[config.mk]
export PLATFORM = sky130hd
export DESIGN_NAME = rvrt_cordic
export DESIGN_NICKNAME = d
export VERILOG_FILES = /design/src/hw/rtl/rvrt_pkg.sv /design/src/hw/rtl/rvrt_cordic.sv
export SDC_FILE = /design/constraint.sdc
export NUM_CORES = 2
export LEC_CHECK = 0
export BUFFER_PORTS_ARGS = -buffer_cell sky130_fd_sc_hd__buf_2
export CORE_MARGIN = 2
export CORE_UTILIZATION = 45
export CTS_CLUSTER_SIZE = 12
export DETAILED_ROUTE_END_ITERATION = 10
export PLACE_DENSITY = 0.59
export REMOVE_ABC_BUFFERS = 1
export SLEW_MARGIN = 20
export SYNTH_ARGS = -nofsm -noshare
export SYNTH_HDL_FRONTEND = slang
export SYNTH_SLANG_ARGS = --single-unit
[constraint.sdc]
create_clock -name clk -period 4.23 [get_ports clk]
set_clock_uncertainty 0.05 [all_clocks]
set_input_delay 0.423 -clock clk [delete_from_list [all_inputs] [get_ports clk]]
set_output_delay 0.423 -clock clk [all_outputs]
set_load 0.02 [all_outputs]
[src/hw/rtl/rvrt_pkg.sv]
`timescale 1ns / 1ps
// Shared widths, constants and arctangent table for the vertex rotate/translate block.
package rvrt_pkg;

	localparam int COORD_W   = 32;
	localparam int ANGLE_W   = 16;
	localparam int TABLE_LEN = 24;
	localparam int CX_W      = 34;  // cordic x/y, signed Q2.30 with headroom
	localparam int CZ_W      = 33;  // cordic residual angle, 2^32 per turn

	localparam logic signed [CX_W-1:0] GAIN_Q30 = 34'sh0_26DD_3B6A;

	// rounded atan(2^-i), 2^32 per turn
	function automatic logic [31:0] atan_q32(input int unsigned idx);
		logic [31:0] v;
		case (idx)
			0:       v = 32'h2000_0000;
			1:       v = 32'h12E4_051E;
			2:       v = 32'h09FB_385B;
			3:       v = 32'h0511_11D4;
			4:       v = 32'h028B_0D43;
			5:       v = 32'h0145_D7E1;
			6:       v = 32'h00A2_F61E;
			7:       v = 32'h0051_7C55;
			8:       v = 32'h0028_BE53;
			9:       v = 32'h0014_5F2F;
			10:      v = 32'h000A_2F98;
			11:      v = 32'h0005_17CC;
			12:      v = 32'h0002_8BE6;
			13:      v = 32'h0001_45F3;
			14:      v = 32'h0000_A2FA;
			15:      v = 32'h0000_517D;
			16:      v = 32'h0000_28BE;
			17:      v = 32'h0000_145F;
			18:      v = 32'h0000_0A30;
			19:      v = 32'h0000_0518;
			20:      v = 32'h0000_028C;
			21:      v = 32'h0000_0146;
			22:      v = 32'h0000_00A3;
			23:      v = 32'h0000_0051;
			default: v = 32'h0000_0000;
		endcase
		return v;
	endfunction

endpackage

[src/hw/rtl/rvrt_cordic.sv]
`timescale 1ns / 1ps
// Pipelined CORDIC sine/cosine with quadrant reduction, one rotation per stage.
module rvrt_cordic #(
	parameter int CORDIC_STAGES = 16,
	parameter int FRAC_BITS     = 16
) (
	input  logic                                 clk,
	input  logic                                 arst_n,
	input  logic                                 in_vld,
	input  logic [rvrt_pkg::ANGLE_W-1:0]         angle,
	output logic                                 out_vld,
	output logic signed [FRAC_BITS+1:0]          cos_v,
	output logic signed [FRAC_BITS+1:0]          sin_v
);

	localparam int NS = (CORDIC_STAGES < rvrt_pkg::TABLE_LEN) ?
		CORDIC_STAGES : rvrt_pkg::TABLE_LEN;
	localparam int SH   = 30 - FRAC_BITS;
	localparam int CW   = FRAC_BITS + 2;
	localparam int CX_W = rvrt_pkg::CX_W;
	localparam int CZ_W = rvrt_pkg::CZ_W;
	localparam logic signed [CX_W-1:0] RND = CX_W'(1) << (SH - 1);

	typedef enum logic [1:0] {QD_0, QD_90, QD_180, QD_270} quad_t;

	// quadrant reduction
	logic [15:0] ang_bias;
	logic [15:0] resid;
	assign ang_bias = angle + 16'h2000;
	assign resid    = angle - {ang_bias[15:14], 14'd0};

	logic                   vld_s1;
	logic signed [CZ_W-1:0] z_s1;
	quad_t                  q_s1;

	always_ff @(posedge clk or negedge arst_n) begin
		if (!arst_n) begin
			vld_s1 <= 1'b0;
		end else begin
			vld_s1 <= in_vld;
		end
	end

	always_ff @(posedge clk) begin
		z_s1 <= {resid[15], resid, 16'd0};
		q_s1 <= quad_t'(ang_bias[15:14]);
	end

	// rotation stages
	logic                   vld_s2 [NS];
	logic signed [CX_W-1:0] x_s2   [NS];
	logic signed [CX_W-1:0] y_s2   [NS];
	logic signed [CZ_W-1:0] z_s2   [NS];
	quad_t                  q_s2   [NS];

	for (genvar i = 0; i < NS; i++) begin : g_rot
		logic                   vi;
		logic signed [CX_W-1:0] xi;
		logic signed [CX_W-1:0] yi;
		logic signed [CZ_W-1:0] zi;
		logic signed [CZ_W-1:0] ai;
		quad_t                  qi;

		if (i == 0) begin : g_first
			assign vi = vld_s1;
			assign xi = rvrt_pkg::GAIN_Q30;
			assign yi = '0;
			assign zi = z_s1;
			assign qi = q_s1;
		end else begin : g_next
			assign vi = vld_s2[i-1];
			assign xi = x_s2[i-1];
			assign yi = y_s2[i-1];
			assign zi = z_s2[i-1];
			assign qi = q_s2[i-1];
		end

		assign ai = $signed({1'b0, rvrt_pkg::atan_q32(i)});

		always_ff @(posedge clk or negedge arst_n) begin
			if (!arst_n) begin
				vld_s2[i] <= 1'b0;
			end else begin
				vld_s2[i] <= vi;
			end
		end

		always_ff @(posedge clk) begin
			if (!zi[CZ_W-1]) begin
				x_s2[i] <= xi - (yi >>> i);
				y_s2[i] <= yi + (xi >>> i);
				z_s2[i] <= zi - ai;
			end else begin
				x_s2[i] <= xi + (yi >>> i);
				y_s2[i] <= yi - (xi >>> i);
				z_s2[i] <= zi + ai;
			end
			q_s2[i] <= qi;
		end
	end

	// round to FRAC_BITS and undo quadrant
	logic signed [CX_W-1:0] rnd_x, rnd_y;
	logic signed [CW-1:0]   rc, rs;
	logic signed [CW-1:0]   cos_d, sin_d;

	assign rnd_x = x_s2[NS-1] + RND;
	assign rnd_y = y_s2[NS-1] + RND;
	assign rc    = rnd_x[SH +: CW];
	assign rs    = rnd_y[SH +: CW];

	always_comb begin
		case (q_s2[NS-1])
			QD_0:    begin cos_d = rc;  sin_d = rs;  end
			QD_90:   begin cos_d = -rs; sin_d = rc;  end
			QD_180:  begin cos_d = -rc; sin_d = -rs; end
			QD_270:  begin cos_d = rs;  sin_d = -rc; end
			default: begin cos_d = rc;  sin_d = rs;  end
		endcase
	end

	logic                 vld_s3;
	logic signed [CW-1:0] cos_s3, sin_s3;

	always_ff @(posedge clk or negedge arst_n) begin
		if (!arst_n) begin
			vld_s3 <= 1'b0;
		end else begin
			vld_s3 <= vld_s2[NS-1];
		end
	end

	always_ff @(posedge clk) begin
		cos_s3 <= cos_d;
		sin_s3 <= sin_d;
	end

	assign out_vld = vld_s3;
	assign cos_v   = cos_s3;
	assign sin_v   = sin_s3;

endmodule
# Word level (Yosys, flattened, before mapping)
# Memories as Yosys holds them, arrays and structs flattened.
# Cells that the tools add are included.
[word_totals]
reg_bits = 72
out_inout_bits = 37
inputBits = 19
n_memories = 4
ram_bits = 1648
[mem_list]
columns = ["memory", "words", "word_bits", "rd", "rd_clocked_by_memory_dff", "wr", "line", "rtl"]
rows = [
  ["x_s2", 16, 34, 16, 0, 16, "rvrt_cordic.sv:51", "logic signed [CX_W-1:0] x_s2 [NS];"],
  ["y_s2", 16, 34, 16, 0, 16, "rvrt_cordic.sv:52", "logic signed [CX_W-1:0] y_s2 [NS];"],
  ["z_s2", 16, 33, 15, 0, 16, "rvrt_cordic.sv:53", "logic signed [CZ_W-1:0] z_s2 [NS];"],
  ["q_s2", 16, 2, 16, 0, 16, "rvrt_cordic.sv:54", "quad_t q_s2 [NS];"],
]
[classes]
n_eq_ne = 3
reduce_logical = 1
mux = 82
addsub = 98
n_bitwise = 48
[op_table]
columns = ["operator", "n"]
rows = [
  ["$mux 34", 32],
  ["$mux 33", 16],
  ["$pmux 18 s4", 2],
  ["$add 34x19->34", 2],
  ["$add 34x20->34", 2],
  ["$add 34x21->34", 2],
  ["$add 34x22->34", 2],
  ["$add 34x23->34", 2],
  ["$add 34x24->34", 2],
  ["$add 34x25->34", 2],
  ["$add 34x26->34", 2],
  ["$add 34x27->34", 2],
  ["$add 34x28->34", 2],
  ["$add 34x29->34", 2],
  ["$add 34x30->34", 2],
  ["$add 34x31->34", 2],
  ["$add 34x32->34", 2],
  ["$add 34x33->34", 2],
  ["$sub 34x19->34", 2],
  ["$sub 34x20->34", 2],
  ["$sub 34x21->34", 2],
  ["$sub 34x22->34", 2],
  ["$sub 34x23->34", 2],
  ["$sub 34x24->34", 2],
  ["other kinds (50)", 140],
]

# Depth between registers and ports, before layout
# An unclocked memory read counts as a cell.
[logic_depth]
word_depth = 4
ltp_mapped = 21
depth_no_buf = 21

# Least setup slack after synthesis
# Ideal clock, no wire load.
[synth_path]
kind = "flip-flop to flip-flop"
from = "memory x_s2[8][14]"
to = "memory y_s2[9][32]"
slack_ps = -457
path_stages_with_launch = 20
period_less_slack_ps = 4687
required_time_ps = 4053
t_arrival_ps = 4510
path_buffers = 0
cell_sequence = "dfxtp_1 or4_1 nor3_1 nand2_1 nor4_1 and2_1 nor2b_1 nor2_1 xnor2_1 ha_1 and3_1 a31o_2 a21oi_1 o21ai_0 a21o_1 a2111oi_0 o31ai_1 o41ai_2 o21ai_0 xor2_1"
[synth_rtl]
columns = ["item", "line"]
rows = [
  ["start: declaration", "rvrt_cordic.sv:51"],
  ["end: declaration", "rvrt_cordic.sv:52"],
]

==> out/qor.txt <==
Dominant synthesized flop cell -> dfxtp_1
Final hold violation count -> 0
CP arrival -> 5.34 ns
Starting Density -> 45.1%
Mapped Avg Cell Area -> 8.41 um2
Die Y -> 498 um
Area growth from synthesis to layout -> 22.7%
Initial antenna violation count -> 3
Most common cell after layout, fill and taps aside -> buf_4
Slew Limit Headroom -> 33.1%
Post-synthesis register bit count -> 1488
Failing checks -> negative setup slack
Slew @ Worst Pin -> 1.00 ns
Clock Pin Slew Worst Setup and Hold Paths -> 0.06 ns
Antenna viol nets, final -> 0
Die area -> 0.248 mm2
Worst setup SP type -> flip-flop
Fin nets -> 15984
Netlist cell types -> 106
Final setup vio count -> 15
Asr flop ratio synth -> 1.21%
Num CTS Buffers -> 173
Wire length per cell -> 18.0 um
CTS tree -> yes
Yosys top cell area share -> 26.8%
Register area share after synthesis -> 27.3%
Synth area leaders -> dfxtp_1 (27%), ha_1 (16%), xnor2_1 (9.2%)
Critical setup path kind -> flip-flop to flip-flop
Core ar. -> 0.243 mm2
First-pass GRT wire length -> 510000 um
Clock Path Buffers -> 3
Design Area, Final -> 0.135 mm2
Most frequent cells in the layout -> buf_4 (1454), dfxtp_1 (1428), ha_1 (1336)
Final Core Density -> 55.4%
Final worst-path cycle share -> 111%
Worst slack at placement -> -1.01 ns
Top fanout value on the critical path -> 3
# IOs -> 56
Outcome -> finished with violations
Slew Limit Fails -> 0
Layout cell share with drive strength beyond 1 -> 17.9%
Worst-Skew Late Latency -> 0.82 ns
Max cap viols -> 0
Via density per instance -> 5.57
# rows -> 181
Placer congestion estimate -> 0.936
Vias -> 99809
Min-delay worst type -> input pin to async pin
DRC -> 0
Maximum clock rate -> 213 MHz
Clock sink total -> 1488
RSZ-0062 raised after global routing -> true
Tot GR Track Use -> 24.9%
Critical Path End Type -> flip-flop
Input/output buffers -> 55
Vias in the first global route -> 96452
Mapped cell area -> 0.110 mm2
Number of synthesized flops with an enable pin -> 0
Drt total wl -> 323000 um
Largest net degree at the start of global routing -> 72
Clk Tree Root Cell -> clkbuf_16
Total number of yosys warnings -> 0
Crit path required time -> 4.87 ns
Hold WS -> 0.0642 ns
Die width -> 498 um
Total gr overflow -> 0
Synth Instances -> 13032
Post-synth top area cell -> dfxtp_1
Final Worst Setup Slack -> -0.469 ns
CTS H-tree depth -> 4
Post-DP Area -> 0.124 mm2
Fin crit period -> 4.70 ns
DP HPWL -> 260000 um
DR pass1 iterations -> 6
DRT iter0 DRCs -> 6542
==> critical path: stages (launching register included) <==
cell       delay [ns]
dfxtp_2          0.31
or4_4            0.53
nor3_2           0.12
buf_4            0.15
buf_4            0.10
nand2_2          0.05
nor4_2           0.21
buf_4            0.16
and2_4           0.14
nor2b_4          0.16
nor2_2           0.06
xnor2_1          0.13
ha_1             0.35
and3_4           0.17
a31o_4           0.21
a21oi_2          0.11
o21ai_1          0.08
a21o_1           0.20
a2111oi_2        0.36
buf_4            0.19
o31ai_4          0.06
o41ai_2          0.21
buf_4            0.19
nor3_2           0.04
a211o_1          0.23
==> area by class of cell <==
cell class	instances	area, um2
Clock inverter	76	1190
Tap cell	3202	4010
Inverter	621	2330
Fill cell	22096	108000
Sequential cell	1488	29900
Clock buffer	244	4970
Timing Repair Buffer	1571	11900
Multi-Input combinational cell	10708	80100
Antenna cell	1	2.50
==> layer usage <==
layer	vias to the layer above	wire (um)	global-route usage, %
met5	-	12	0
met4	2	8770	6.91
met3	411	14400	2.88
met2	2035	148000	41.3
met1	47284	151000	33.9
li1	50077	-	-
==> through the flow <==
step                TNS, ns  std cells
finish                -2.95      17911
global route          -8.50      17911
CTS                   -2.54      17835
detailed placement   -22.08      17459
global placement     -20.52      17459
floorplan           -181.77      12817
==> synth_stat cells (all sizes together) (48+ instances only) <==
| library cell | instances |
|---|---|
| a21oi | 1399 |
| o21ai | 617 |
| and3 | 124 |
| nand4 | 96 |
| xnor2 | 1155 |
| nand3 | 225 |
| a21o | 547 |
| clkbuf | 169 |
| a211oi | 139 |
| or3 | 118 |
| and2 | 88 |
| o21a | 188 |
| o211ai | 83 |
| nor2b | 172 |
| nand2 | 645 |
| dfxtp | 1470 |
| xor2 | 616 |
| a21boi | 48 |
| inv | 620 |
| mux2 | 52 |
| mux2i | 89 |
| o31ai | 56 |
| nand2b | 197 |
| nor3 | 413 |
| ha | 1362 |
| nor2 | 1146 |
| a31oi | 159 |
| o21bai | 163 |
| nor4 | 92 |
==> final timing paths <==
check                            start               to  slack, ns  depth (start not counted)
hold reg to reg            q_s2[1][11]      q_s2[1][13]       0.27                          0
hold / removal                  arst_n        vld_s2[0]       0.06                          2
max in group asynchronous       arst_n      g_rot[3].vi       3.69                          2
setup / recovery           x_s2[8][11]      y_s2[9][30]      -0.47                         24
setup reg to reg           x_s2[8][11]      y_s2[9][30]      -0.47                         24
min in group clk             angle[10]  g_rot[0].zi[26]       0.20                          2
==> sequential cells by signal, summed over array words and instances (netlist names) <==
register,cells
z_s2,419
out_vld,1
x_s2,469
cos_v,18
q_s2,32
sin_v,18
g_rot.vi,16
g_rot.zi,16
vld_s2,1
g_rot.qi,2
y_s2,496
==> repair_timing <==
action                                  CTS  global route
pin swaps                                87           391
resized for setup                       227           629
endpoints found under the setup margin  127           265
buffers inserted                         39            86
hold buffers                             19             0
endpoints found under the hold margin    37             0
==> kinds of logic after synthesis <==
logic type / share of synthesized area [%]
AO/OA/AOI/OAI: 22.2
AND/OR/NAND/NOR: 15.8
XOR/XNOR: 14.2
flip-flops: 27.3
adder cells (fa/ha/maj): 16.3
buffers and inverters: 2.87
multiplexers: 1.35
Power is not shown: default switching activity piles up to over one toggle a cycle in this logic, so the estimate is an artifact.
